==> src/sv/rcc_pkg.sv <==
// ============================================================================
// rcc_pkg
// Shared types, codes and CRC helper for the region CRC-16 check unit.
// ============================================================================
package rcc_pkg;

    // CRC-16 (0x1021, MSB first, initial value zero)
    localparam logic [15:0] CRC_POLY    = 16'h1021;
    localparam logic [15:0] ERASED_MARK = 16'hFFFF;

    // Register map: index = paddr[3:2]
    localparam int unsigned PADDR_W = 4;
    localparam int unsigned PDATA_W = 32;

    typedef enum logic [1:0] {
        REG_EXPECTED_CRC = 2'd0,
        REG_AUGMENT_MODE = 2'd1,
        REG_ERASED_SKIP  = 2'd2
    } reg_idx_t;

    typedef enum logic [1:0] {
        STATUS_PASS     = 2'd0,
        STATUS_MISMATCH = 2'd1,
        STATUS_SKIPPED  = 2'd2
    } check_status_t;

    typedef struct packed {
        logic [7:0] data_byte;
        logic       last_byte;
    } in_item_t;

    typedef struct packed {
        check_status_t check_status;
        logic [15:0]   crc_value;
    } out_item_t;

    // Configuration handed from the register block to the datapath
    typedef struct packed {
        logic [15:0] expected_crc;
        logic        augment_mode;
        logic        erased_skip;
    } cfg_t;

    // Shift one byte, MSB first, into the CRC register
    function automatic logic [15:0] crc_shift_byte(input logic [15:0] crc,
                                                   input logic [7:0]  data);
        logic [15:0] c;
        logic [15:0] nxt;
        c = crc;
        for (int b = 0; b < 8; b++)
        begin
            nxt = {c[14:0], data[7 - b]};
            if (c[15])
            begin
                nxt = nxt ^ CRC_POLY;
            end
            c = nxt;
        end
        return c;
    endfunction

endpackage

==> src/sv/rcc_cfg_regs.sv <==
// ============================================================================
// rcc_cfg_regs
// APB-style configuration registers: expected CRC, augment mode, erased skip.
// ============================================================================
module rcc_cfg_regs (
    input  logic                          clk,
    input  logic                          rst_n,
    input  logic                          psel,
    input  logic                          penable,
    input  logic                          pwrite,
    input  logic [rcc_pkg::PADDR_W-1:0]   paddr,
    input  logic [rcc_pkg::PDATA_W-1:0]   pwdata,
    output logic [rcc_pkg::PDATA_W-1:0]   prdata,
    output logic                          pready,
    output rcc_pkg::cfg_t                 cfg
);
    import rcc_pkg::*;

    cfg_t     cfg_reg;
    logic     wr_en;
    reg_idx_t idx;

    assign pready = 1'b1;
    assign wr_en  = psel & penable & pwrite;
    assign idx    = reg_idx_t'(paddr[3:2]);
    assign cfg    = cfg_reg;

    // Register write on the access phase
    always_ff @(posedge clk or negedge rst_n)
    begin
        if (!rst_n)
        begin
            cfg_reg.expected_crc <= 16'h0000;
            cfg_reg.augment_mode <= 1'b1;
            cfg_reg.erased_skip  <= 1'b0;
        end
        else if (wr_en)
        begin
            unique case (idx)
                REG_EXPECTED_CRC: cfg_reg.expected_crc <= pwdata[15:0];
                REG_AUGMENT_MODE: cfg_reg.augment_mode <= pwdata[0];
                REG_ERASED_SKIP:  cfg_reg.erased_skip  <= pwdata[0];
                default:          cfg_reg              <= cfg_reg;
            endcase
        end
    end

    // Read mux
    always_comb
    begin
        prdata = '0;
        unique case (idx)
            REG_EXPECTED_CRC: prdata[15:0] = cfg_reg.expected_crc;
            REG_AUGMENT_MODE: prdata[0]    = cfg_reg.augment_mode;
            REG_ERASED_SKIP:  prdata[0]    = cfg_reg.erased_skip;
            default:          prdata       = '0;
        endcase
    end

endmodule

==> src/sv/rcc_crc_core.sv <==
// ============================================================================
// rcc_crc_core
// Input register, running CRC register, finish/compare logic, result register.
// ============================================================================
module rcc_crc_core (
    input  logic                clk,
    input  logic                rst_n,
    input  rcc_pkg::cfg_t       cfg,
    input  logic                in_valid,
    output logic                in_ready,
    input  rcc_pkg::in_item_t   in_item,
    output logic                out_valid,
    input  logic                out_ready,
    output rcc_pkg::out_item_t  out_item
);
    import rcc_pkg::*;

    logic          s1_valid_reg;
    logic          s1_valid_next;
    in_item_t      s1_item_reg;
    logic [15:0]   crc_reg;
    logic [15:0]   crc_next;
    logic          out_valid_reg;
    logic          out_valid_next;
    out_item_t     out_item_reg;
    logic          s1_adv;
    logic          in_take;
    logic          fin;
    logic [15:0]   crc_byte;
    logic [15:0]   crc_aug;
    logic [15:0]   crc_final;
    check_status_t status;

    // Handshake: non-last bytes never need the result slot
    assign s1_adv    = s1_valid_reg &
                       (~s1_item_reg.last_byte | ~out_valid_reg | out_ready);
    assign fin       = s1_adv & s1_item_reg.last_byte;
    assign in_ready  = ~s1_valid_reg | s1_adv;
    assign in_take   = in_valid & in_ready;
    assign out_valid = out_valid_reg;
    assign out_item  = out_item_reg;

    // CRC update and optional two-zero-byte augmentation
    assign crc_byte  = crc_shift_byte(crc_reg, s1_item_reg.data_byte);
    assign crc_aug   = crc_shift_byte(crc_shift_byte(crc_byte, 8'h00), 8'h00);
    assign crc_final = cfg.augment_mode ? crc_aug : crc_byte;

    // Compare against the stored checksum
    always_comb
    begin
        priority if (cfg.erased_skip && (cfg.expected_crc == ERASED_MARK))
        begin
            status = STATUS_SKIPPED;
        end
        else if (crc_final != cfg.expected_crc)
        begin
            status = STATUS_MISMATCH;
        end
        else
        begin
            status = STATUS_PASS;
        end
    end

    // Next values of control and CRC state
    always_comb
    begin
        s1_valid_next = s1_valid_reg;
        if (in_take)
        begin
            s1_valid_next = 1'b1;
        end
        else if (s1_adv)
        begin
            s1_valid_next = 1'b0;
        end

        crc_next = crc_reg;
        if (s1_adv)
        begin
            crc_next = s1_item_reg.last_byte ? 16'h0000 : crc_byte;
        end

        out_valid_next = out_valid_reg;
        if (fin)
        begin
            out_valid_next = 1'b1;
        end
        else if (out_ready)
        begin
            out_valid_next = 1'b0;
        end
    end

    // Control and CRC registers
    always_ff @(posedge clk or negedge rst_n)
    begin
        if (!rst_n)
        begin
            s1_valid_reg  <= 1'b0;
            crc_reg       <= 16'h0000;
            out_valid_reg <= 1'b0;
        end
        else
        begin
            s1_valid_reg  <= s1_valid_next;
            crc_reg       <= crc_next;
            out_valid_reg <= out_valid_next;
        end
    end

    // Payload registers
    always_ff @(posedge clk)
    begin
        if (in_take)
        begin
            s1_item_reg <= in_item;
        end
        if (fin)
        begin
            out_item_reg.check_status <= status;
            out_item_reg.crc_value    <= crc_final;
        end
    end

endmodule

==> src/sv/region_crc16_check_unit.sv <==
// A byte is registered in the input register on acceptance; a last byte's
// result is then registered in the result register, which raises out_valid.
// Throughput: one byte per cycle, set by the combinational byte CRC update.
// A waiting result holds a last byte in the input register and stalls input;
// other bytes keep flowing. Reset (rst_n, async, active low): CRC cleared,
// pipeline empty, expected_crc = 0, augment_mode = 1, erased_skip = 0.
// ============================================================================
// region_crc16_check_unit
// Streams region bytes through a CRC-16 and reports pass, mismatch or
// skipped against a programmable expected checksum.
// ============================================================================
module region_crc16_check_unit (
    input  logic                          clk,
    input  logic                          rst_n,
    input  logic                          psel,
    input  logic                          penable,
    input  logic                          pwrite,
    input  logic [rcc_pkg::PADDR_W-1:0]   paddr,
    input  logic [rcc_pkg::PDATA_W-1:0]   pwdata,
    output logic [rcc_pkg::PDATA_W-1:0]   prdata,
    output logic                          pready,
    input  logic                          in_valid,
    output logic                          in_ready,
    input  rcc_pkg::in_item_t             in_item,
    output logic                          out_valid,
    input  logic                          out_ready,
    output rcc_pkg::out_item_t            out_item
);
    import rcc_pkg::*;

    cfg_t cfg;

    rcc_cfg_regs u_cfg_regs (
        .clk     (clk),
        .rst_n   (rst_n),
        .psel    (psel),
        .penable (penable),
        .pwrite  (pwrite),
        .paddr   (paddr),
        .pwdata  (pwdata),
        .prdata  (prdata),
        .pready  (pready),
        .cfg     (cfg)
    );

    rcc_crc_core u_crc_core (
        .clk       (clk),
        .rst_n     (rst_n),
        .cfg       (cfg),
        .in_valid  (in_valid),
        .in_ready  (in_ready),
        .in_item   (in_item),
        .out_valid (out_valid),
        .out_ready (out_ready),
        .out_item  (out_item)
    );

`ifndef ASSERT_OFF
    // A pass result carries exactly the expected checksum
    a_pass_matches: assert property (@(posedge clk) disable iff (!rst_n)
        (out_valid && (out_item.check_status == STATUS_PASS))
        |-> (out_item.crc_value == cfg.expected_crc))
        else $error("pass reported with CRC differing from expected");

    // A mismatch result never carries the expected checksum
    a_mismatch_differs: assert property (@(posedge clk) disable iff (!rst_n)
        (out_valid && (out_item.check_status == STATUS_MISMATCH))
        |-> (out_item.crc_value != cfg.expected_crc))
        else $error("mismatch reported with CRC equal to expected");

    // Erased store with skip enabled always reports skipped
    a_erased_skip: assert property (@(posedge clk) disable iff (!rst_n)
        (out_valid && cfg.erased_skip && (cfg.expected_crc == ERASED_MARK))
        |-> (out_item.check_status == STATUS_SKIPPED))
        else $error("erased store not reported as skipped");
`endif

endmodule

==> config.mk <==
export PLATFORM = sky130hd
export DESIGN_NAME = region_crc16_check_unit
export DESIGN_NICKNAME = d
export VERILOG_FILES = /design/src/sv/rcc_pkg.sv /design/src/sv/rcc_cfg_regs.sv /design/src/sv/rcc_crc_core.sv /design/src/sv/region_crc16_check_unit.sv
export SDC_FILE = /design/constraint.sdc
export NUM_CORES = 1
export LEC_CHECK = 0
export BUFFER_PORTS_ARGS = -buffer_cell sky130_fd_sc_hd__buf_2
export CAP_MARGIN = 20
export CELL_PAD_IN_SITES_DETAIL_PLACEMENT = 1
export CELL_PAD_IN_SITES_GLOBAL_PLACEMENT = 2
export CORE_MARGIN = 1.5
export CORE_UTILIZATION = 31
export CTS_BUF_LIST = sky130_fd_sc_hd__clkbuf_8 sky130_fd_sc_hd__clkbuf_16
export DETAILED_ROUTE_END_ITERATION = 8
export PLACE_DENSITY_LB_ADDON = 0.1
export SYNTH_ARGS = -nofsm -noshare
export SYNTH_HDL_FRONTEND = slang
export SYNTH_SLANG_ARGS = --single-unit
==> constraint.sdc <==
create_clock -name clk -period 2.8 [get_ports clk]
set_input_delay 0.42 -clock clk [delete_from_list [all_inputs] [get_ports clk]]
set_output_delay 0.42 -clock clk [all_outputs]
set_load 0.01 [all_outputs]
Word-level counts from Yosys, hierarchy flattened
Cells that the tools add are included.
Cells by class
  equality and inequality tests: 4
  bitwise logic cells: 35
  reductions and logical operators: 7
  mux-type cells: 33
Operator list (count)
  $mux W13: 24
  $not A3 Y3: 24
  $mux W16: 2
  $eq A16 B16 Y1 const B: 1
  $ne A16 B16 Y1: 1
  $mux W15: 1
  $reduce_and A2 Y1: 3
  $and A1 B1 Y1: 5
  $mux W1: 5
  $reduce_bool A2 Y1: 2
  $not A1 Y1: 3
  $or A1 B1 Y1: 3
  $pmux W1 S3: 1
  $eq A2 B1 Y1 const B: 1
  $eq A2 B2 Y1 const B: 1
  $logic_not A2 Y1: 1
  $logic_and A1 B1 Y1: 1
Storage, ports and cells
  output and inout bits: 53
  input port bits: 52
  logic and storage cells: 89
  flip-flop bits (word level): 63

Depth between registers and ports, before layout
Gate-level depths: netlist of run 1.
  depth after elaboration: 51
  mapped depth: 9
  mapped depth without buffers: 8

Hierarchy
A second synthesis of run 1 with hierarchy kept.
Second synthesis, totals
  cell total of the unflattened synthesis: 348
  area, all modules: 4217.8 um^2
Modules (own cells, without submodules)
  rcc_crc_core: seq. area each 1261.2 um^2, area each 3205.6 um^2, times used 1, cells each 268
  rcc_cfg_regs: seq. area each 451.7 um^2, area each 1012.2 um^2, times used 1, cells each 80

Least setup slack after synthesis of run 1
No wires, ideal clock.
  kind: register -> register
  start: register u_crc_core.crc_reg[12]
  end: register u_crc_core.out_item_reg (netlist bit u_crc_core.out_item[16]) (data pin)
  required time: 2.531 ns
  arrival time: 2.345 ns
  stages on the path, launching flop included: 10
  period minus slack after synthesis: 2.615 ns
  library setup time: 0.269 ns
  setup slack: 0.185 ns
  path buffers: 1
  path through: dfrtp_1 -> buf_4 -> xnor2_1 -> xnor2_1 -> xnor3_1 -> and3_1 -> nor4_1 -> o2111ai_1 -> and4b_1 -> a31oi_1
On the way
  cells in the longest elaborated chain, start to end: 23
  elaborated cells between the ends (all ways): 36
  classes of those cells: 1 x eq/ne; 23 x mux; 12 x bitwise
RTL lines
  start: declaration: line rcc_crc_core.sv:21  | logic [15:0] crc_reg;
  start signal: assignment: line rcc_crc_core.sv:107  | crc_reg <= crc_next;
  $mux W13 (*): line rcc_pkg.sv:53  | if (c[15])
  $mux W13 (3 in series): line rcc_pkg.sv:53
  $mux W13 (*): line rcc_pkg.sv:53
  $not A3 Y3 (no line) or $mux W13 (tied branches)
  $mux W13: line rcc_pkg.sv:53
  $mux W13 or $not A3 Y3 (tied branches)
  $mux W13 (5 in series): line rcc_pkg.sv:53
  $not A3 Y3 (no line) or $mux W13 (tied branches)
  $mux W13 or $not A3 Y3 (tied branches)
  $mux W13 (5 in series): line rcc_pkg.sv:53
  $mux W16 (*): line rcc_crc_core.sv:46  | assign crc_final = cfg.augment_mode ? crc_aug : crc_byte;
  $ne A16 B16 Y1 (*): line rcc_crc_core.sv:55  | else if (crc_final != cfg.expected_crc)
  $mux W1 (*): line rcc_crc_core.sv:55
  end: declaration: line rcc_crc_core.sv:25  | out_item_t out_item_reg;
Every way passes the cells marked *; elsewhere a longest branch is shown, timed or not.
A chain may end at the register's enable or synchronous reset.

Worst setup path in the final report of run 1
  start: register u_crc_core.crc_reg[14]
  end: register u_crc_core.out_item_reg (netlist bit u_crc_core.out_item[16]) (data pin)
On the way
  elaborated cells between the ends (all ways): 40
  classes of those cells: 1 x eq/ne; 25 x mux; 14 x bitwise
RTL lines
  $mux W13 (*) (2 in series): line rcc_pkg.sv:53
  $mux W13 (3 in series): line rcc_pkg.sv:53
  $mux W13 (*): line rcc_pkg.sv:53
  $mux W13: line rcc_pkg.sv:53
  $mux W13 or $not A3 Y3 (tied branches) (2 in series)
  $not A3 Y3 (no line) or $mux W13 (tied branches)
  $mux W13 (*) (5 in series): line rcc_pkg.sv:53
  $mux W16 (*): line rcc_crc_core.sv:46
  named net u_crc_core.crc_final[8]: line rcc_crc_core.sv:31  | logic [15:0] crc_final;
  $ne A16 B16 Y1 (*): line rcc_crc_core.sv:55
  $mux W1 (*): line rcc_crc_core.sv:55
The timed path passes the listed nets; every way through them passes the cells marked *.

==> flow_summary.ini, run 1 <==
[status]
status = finished clean

[cells_and_area]
drive_above_1_share_pct = 38.4
nets = 498
area_growth_pct = 27.9
final_util_pct = 40.5
antenna_cells = 0

[die]
chipWidth_um = 117
num_rows = 41
core_area_mm2 = 0.0126
chipHeight_um = 117
io_pins = 105
start_util_pct = 31.7
dieArea_mm2 = 0.0136

[clocking]
cts-root-buf = clkbuf_16
cts_tree = yes
clk_path_buf_depth = 2
htree_levels = 3
post_cts_buffers = 0
clk_latency_ps = 350
cts-buffers-inserted = 9
cts.sinks = 63
cts.clk_slew.worst_paths_ps = 50

[detailed_routing]
via_per_inst = 4.34
wl_per_cell_um = 16.0
vias = 2706
drc = 0
wl_um = 9990
ant_nets = 0
drtIter0Drc = 86
drtPass1Iterations = 4

[sta]
slew_headroom_pct = 42.6
max_freq_mhz = 363
rsz0062_at_grt = yes
finalMaxSlewViolations = 0
hold_viol = 0
setup_violations = 0
skew_ps = 3.85
finalCritPeriodShare_pct = 98.4
worst_pin_slew_ps = 861
period_needed_ps = 2750

[yosys]
synthFlopType = dfrtp_1
synthTopCellsByArea = dfrtp_1 22%, edfxtp_1 20%, xnor2_1 8.3%, xnor3_1 7.9%, xor2_1 5.5%
synth_area_mm2 = 0.00400
syn_inst = 331
yosysSeqAreaShare_pct = 42.8
yosys-top-cells-count = 38 x xnor2_1, 35 x dfrtp_1, 32 x nand2_1, 27 x edfxtp_1, 25 x xor2_1
ys_types = 43
yosysMostFrequentCell = xnor2_1
synth_top_area_cell = dfrtp_1
avgSynthCellArea_um2 = 12.1
async_flop_share_pct = 57.1
synth_seq_cells = 63
synth_top_area_share_pct = 21.9
ys_warn_count = 0
synth_edf_count = 27

[global_routing]
gr-total-overflow = 0
grt_max_degree = 37
antenna_found_initial = 0
grt_pass1_vias = 2680
grtUsageTotal_pct = 16.4
grt_pass1_wl_um = 15600

[setup_path]
r2r_start = u_crc_core.crc_reg[14]
critPathCaptureType = flip-flop
arrival_ps = 2830
cp.required_ps = 2880
reg2reg_depth = 10
startpoint_type = flip-flop
crit_fanout = 4
crit_path_cell_trace = buf_4, xnor2_2, xnor3_2, xnor3_1, nand2_1, xor2_1, buf_4, xor2_1, nor4_2, a31oi_1
r2r-end = u_crc_core.out_item[16]
cpMaxStageDelayCell = xnor3_2
critPathKind = flip-flop to flip-flop
slowest_delay_ps = 480
rrSetupSlack_ps = 50

[hold_path]
hold_path.class = input port to asynchronous set/reset pin

[place]
hpwl_um = 7920
gp_congestion = 0.807
port_buffers = 69

[run]
maxCapViolations = 0
-- worst max-delay path, delay by kind of cell, from the launching register on --
kind	cells	cell delay, ps
xor gates and xnor gates	5	1230
AOI/OAI and AO/OA	1	120
DFF	1	430
buffers and inverters	2	340
and+or+nand+nor	2	360
-- placed cells by master (no fill, tap or decap), drive strengths merged, types with 9 or more instances in the layout --
cell,count
nor2,11
dfrtp,35
and2,16
buf,119
clkbuf,9
o21ai,12
nand2,32
conb,17
xor2,26
xnor2,44
mux2,17
edfxtp,27
xnor3,15
-- stage by stage --
stage          area, µm²  TNS (ps)  hold WS (ps)  worst slack (ps)  instances
2_1_floorplan       4050         0           124               185        346
3_3_place_gp        4820         0           527              17.2        607
3_5_place_dp        4820     -14.6           532             -14.6        607
4_1_cts             5110         0           231              12.2        623
5_1_grt             5110      -104           230              -104        623
6_report            5110         0           191              45.7        623
-- metal layers --
metal	track usage (%)	part of all wire [%]	vias to the layer above
li1	-	-	1335
met1	21.8	46	1309
met2	25.4	48	52
met3	5.03	4.2	10
met4	5.54	1.6	0
met5	0	0	-
-- what timing repair did --
action	CTS	global route
hold buffers	0	0
pin swaps	0	0
endpoints found under the setup margin	1	1
resized for setup	5	1
-- cells by family after synthesis --
group / after synthesis / synth area share [%]
buffers and inverters: 33 / 5.10
flip-flops: 63 / 42.8
AO/OA/AOI/OAI: 31 / 4.85
multiplexers: 21 / 5.79
AND/OR/NAND/NOR: 90 / 11.6
other: 2 / 0.188
XOR/XNOR: 91 / 29.6
-- final cells by class --
cell class	count	area [µm²]
fill	1440	7510
multi-input combinational	250	2170
tap	172	215
timing repair buffer	119	733
sequential	63	1710
inverter	3	11.3
clock buffer	9	225
clock inverter	7	40.0
-- worst max-delay path by stage --
stage,startpoint,endpoint,cells past startpoint
2_1_floorplan,u_crc_core.crc_reg[12],u_crc_core.out_item[16],9
3_3_place_gp,u_crc_core.crc_reg[14],u_crc_core.out_item[16],10
3_5_place_dp,u_crc_core.crc_reg[12],u_crc_core.out_item[16],10
4_1_cts,u_crc_core.crc_reg[14],u_crc_core.out_item[16],10
5_1_grt,u_crc_core.crc_reg[12],u_crc_core.out_item[16],9
6_report,u_crc_core.crc_reg[14],u_crc_core.out_item[16],10
Power of run 1 is not shown: default switching activity piles up to over one toggle a cycle in this logic, so the estimate is an artifact.
==> run 2: changes to the inputs <==
--- a/config.mk
+++ b/config.mk
@@ -5,12 +5,13 @@
 export SDC_FILE = /design/constraint.sdc
 export NUM_CORES = 1
 export LEC_CHECK = 0
+export ABC_AREA = 1
 export BUFFER_PORTS_ARGS = -buffer_cell sky130_fd_sc_hd__buf_2
 export CAP_MARGIN = 20
-export CELL_PAD_IN_SITES_DETAIL_PLACEMENT = 1
+export CELL_PAD_IN_SITES_DETAIL_PLACEMENT = 0
 export CELL_PAD_IN_SITES_GLOBAL_PLACEMENT = 2
 export CORE_MARGIN = 1.5
-export CORE_UTILIZATION = 31
+export CORE_UTILIZATION = 27
 export CTS_BUF_LIST = sky130_fd_sc_hd__clkbuf_8 sky130_fd_sc_hd__clkbuf_16
 export DETAILED_ROUTE_END_ITERATION = 8
 export PLACE_DENSITY_LB_ADDON = 0.1
==> run 2 against run 1 <==
Net effect:
- first-iteration DRC count is 83% higher
- clock skew grew 3.0 ps
- routed wire length rose by 24%
==> flow_summary.ini, run 2 <==
[detailed_routing]
wl_per_cell_um = 14.7
drtPass1Iterations = 4
wl_met2_um = 5830
vias = 3786
wl_met1_um = 5870
via_per_inst = 4.51
wl_um = 12400
ant_nets = 0
top_layer_used = met4
drtIter0Drc = 157
drc = 0
wl_met3_um = 436

[sta]
setup_violations = 0
tns_ps = 0
rsz0062_at_grt = no
hold_viol = 0
skew_ps = 6.82
finalMaxSlewViolations = 0
slew_headroom_pct = 36.0
finalCritPeriodShare_pct = 89.3
period_needed_ps = 2500
worst_pin_slew_ps = 961
max_freq_mhz = 400

[setup_path]
cp.required_ps = 2890
reg2reg_depth = 16
crit_path_cell_trace = xnor2_2, nand3_1, nand2_2, nand2_2, nand2_2, nand2_1, nand2_1, nand2_1, nand3_2, nand2_2, nand2_1, nand2_1, nor2_1, nand3_1, nor2_1, nor2_1
rrSetupSlack_ps = 300
arrival_ps = 2590
crit_buf_inv = 0
path_delay_family = simple AND/OR/NAND/NOR gates
startpoint_type = flip-flop
crit_fanout = 6
critPathCaptureType = flip-flop
critPathKind = flip-flop to flip-flop
r2r_start = u_crc_core.crc_reg[12]
cpMostUsedCell = nand2_1
slowest_delay_ps = 470
r2r-end = u_crc_core.out_item[16]
cpMaxStageDelayCell = dfrtp_2

[die]
core_area_mm2 = 0.0151
chipHeight_um = 127
num_rows = 45
start_util_pct = 27.5
dieArea_mm2 = 0.0162
chipWidth_um = 127
io_pins = 105

[cells_and_area]
drive_above_1_share_pct = 22.7
final_common_cell = nand2_1
fillers = 1670
final_cell_mix = 196 x nand2_1, 69 x inv_1, 69 x buf_2
antenna_cells = 0
nets = 699
layout.cells.non_filler = 839
design_area_mm2 = 0.00491
area_growth_pct = 17.9

[place]
gp_congestion = 0.763
port_buffers = 69
dpl.cell_count = 824
dpl-instance-area_mm2 = 0.00463
hpwl_um = 9620

[global_routing]
grtUsageTotal_pct = 16.5
antenna_found_initial = 0
grt_pass1_wl_um = 19900
grt_max_degree = 37
gr-total-overflow = 0
grt_pass1_vias = 3777

[yosys]
synth_area_mm2 = 0.00417
avgSynthCellArea_um2 = 7.22
yosysMostFrequentCell = nand2_1
yosysSeqAreaShare_pct = 41.1
ys_warn_count = 0
synth_top_area_cell = dfrtp_1
yosys-top-cells-count = 200 x nand2_1, 69 x inv_1, 66 x nand3_1, 39 x nor2_1, 35 x dfrtp_1
async_flop_share_pct = 57.1
synthTopCellsByArea = dfrtp_1 21%, edfxtp_1 19%, nand2_1 18%, nand3_1 7.9%, inv_1 6.2%
synth_seq_cells = 63
synth_edf_count = 27
ys_types = 32
synth_top_area_share_pct = 21.0
syn_inst = 577
synthFlopType = dfrtp_1

[clocking]
cts-buffers-inserted = 9
htree_levels = 3
clk_latency_ps = 340
cts.clk_slew.worst_paths_ps = 60
clk_path_buf_depth = 2
cts_tree = yes
ctsHoldBuffers = 0
cts.sinks = 63
cts-root-buf = clkbuf_16

[power]
leakage_nw = 2.58
power_density_mw_per_mm2 = 1430
ir_drop_mv = 0.399

[status]
status = finished clean

[hold_path]
hold_path.class = input port to asynchronous set/reset pin

[run]
maxCapViolations = 0
## run 2: cell types whose count changed after synthesis, moves of 8 or more
cell,change
and2_1,-15
o22ai_1,+17
xnor3_1,-14
nand2_2,+29
xor2_1,-21
mux2_2,-17
a21oi_1,+12
xnor2_1,-34
nand2_1,+168
nor2_1,+28
o21ai_0,-8
nand3_1,+60
inv_1,+66
## run 2: how the worst max path moves through the flow
stage                      startpoint                 endpoint  slack (ps)  depth (start not counted)
6_report       u_crc_core.crc_reg[12]  u_crc_core.out_item[16]         300                         16
4_1_cts        u_crc_core.crc_reg[13]  u_crc_core.out_item[16]         180                         19
3_3_place_gp   u_crc_core.crc_reg[13]  u_crc_core.out_item[16]         180                         19
5_1_grt        u_crc_core.crc_reg[14]  u_crc_core.out_item[16]          30                         20
3_5_place_dp   u_crc_core.crc_reg[13]  u_crc_core.out_item[16]         190                         19
2_1_floorplan  u_crc_core.crc_reg[15]  u_crc_core.out_item[16]         730                         19
## run 2: repair_timing
item,4_1_cts,5_1_grt
hold endpoints to repair,0,0
setup buffers,0,0
resized for setup,0,12
setup endpoints to repair,0,1
## run 2: cells by family after synthesis
logic type / synth area share (%)
simple gates: 38.5
buf+inv: 12.4
flops: 41.1
compound gates: 5.76
xor+xnor: 2.07
other cells: 0.180
## run 2: power by group
part	internal (mW)	total [mW]	switching, mW
logic	1.43	4.55	3.12
registers	1.28	1.48	0.198
clock network	0.580	0.995	0.415
total	3.29	7.02	3.73
## run 2: metal layers
layer,global-route usage (%),up-vias
met2,26.5,68
met5,0,-
met4,7.35,0
met3,2.85,12
met1,21.7,1769
li1,-,1937
## run 2: through the flow
stage | utilization (%) | power, mW | hold slack [ps] | setup slack [ps]
6_report | 32.4 | 7.02 | 232 | 301
3_3_place_gp | 30.6 | 6.02 | 524 | 181
3_5_place_dp | 30.6 | 6.04 | 521 | 187
4_1_cts | 32.2 | 7.08 | 235 | 176
5_1_grt | 32.4 | 7.85 | 242 | 27.9
2_1_floorplan | - | 4.86 | 124 | 726
## run 2: final cells by class
type	count	area (µm²)	area share, %
Clock buffer	9	225	4.58
Multi-Input combinational cell	422	2020	41.1
Sequential cell	63	1720	35.0
Inverter	75	287	5.83
Timing Repair Buffer	76	398	8.10
Tap cell	188	235	4.79
Clock inverter	6	28.8	0.586
## run 2: worst register-to-register path, delay by kind of cell, from the launching register on
family / cells / cell delay, ps
simple gates: 15 / 1460
flops: 1 / 470
xor+xnor: 1 / 320
(Power assumes the default switching activity.)
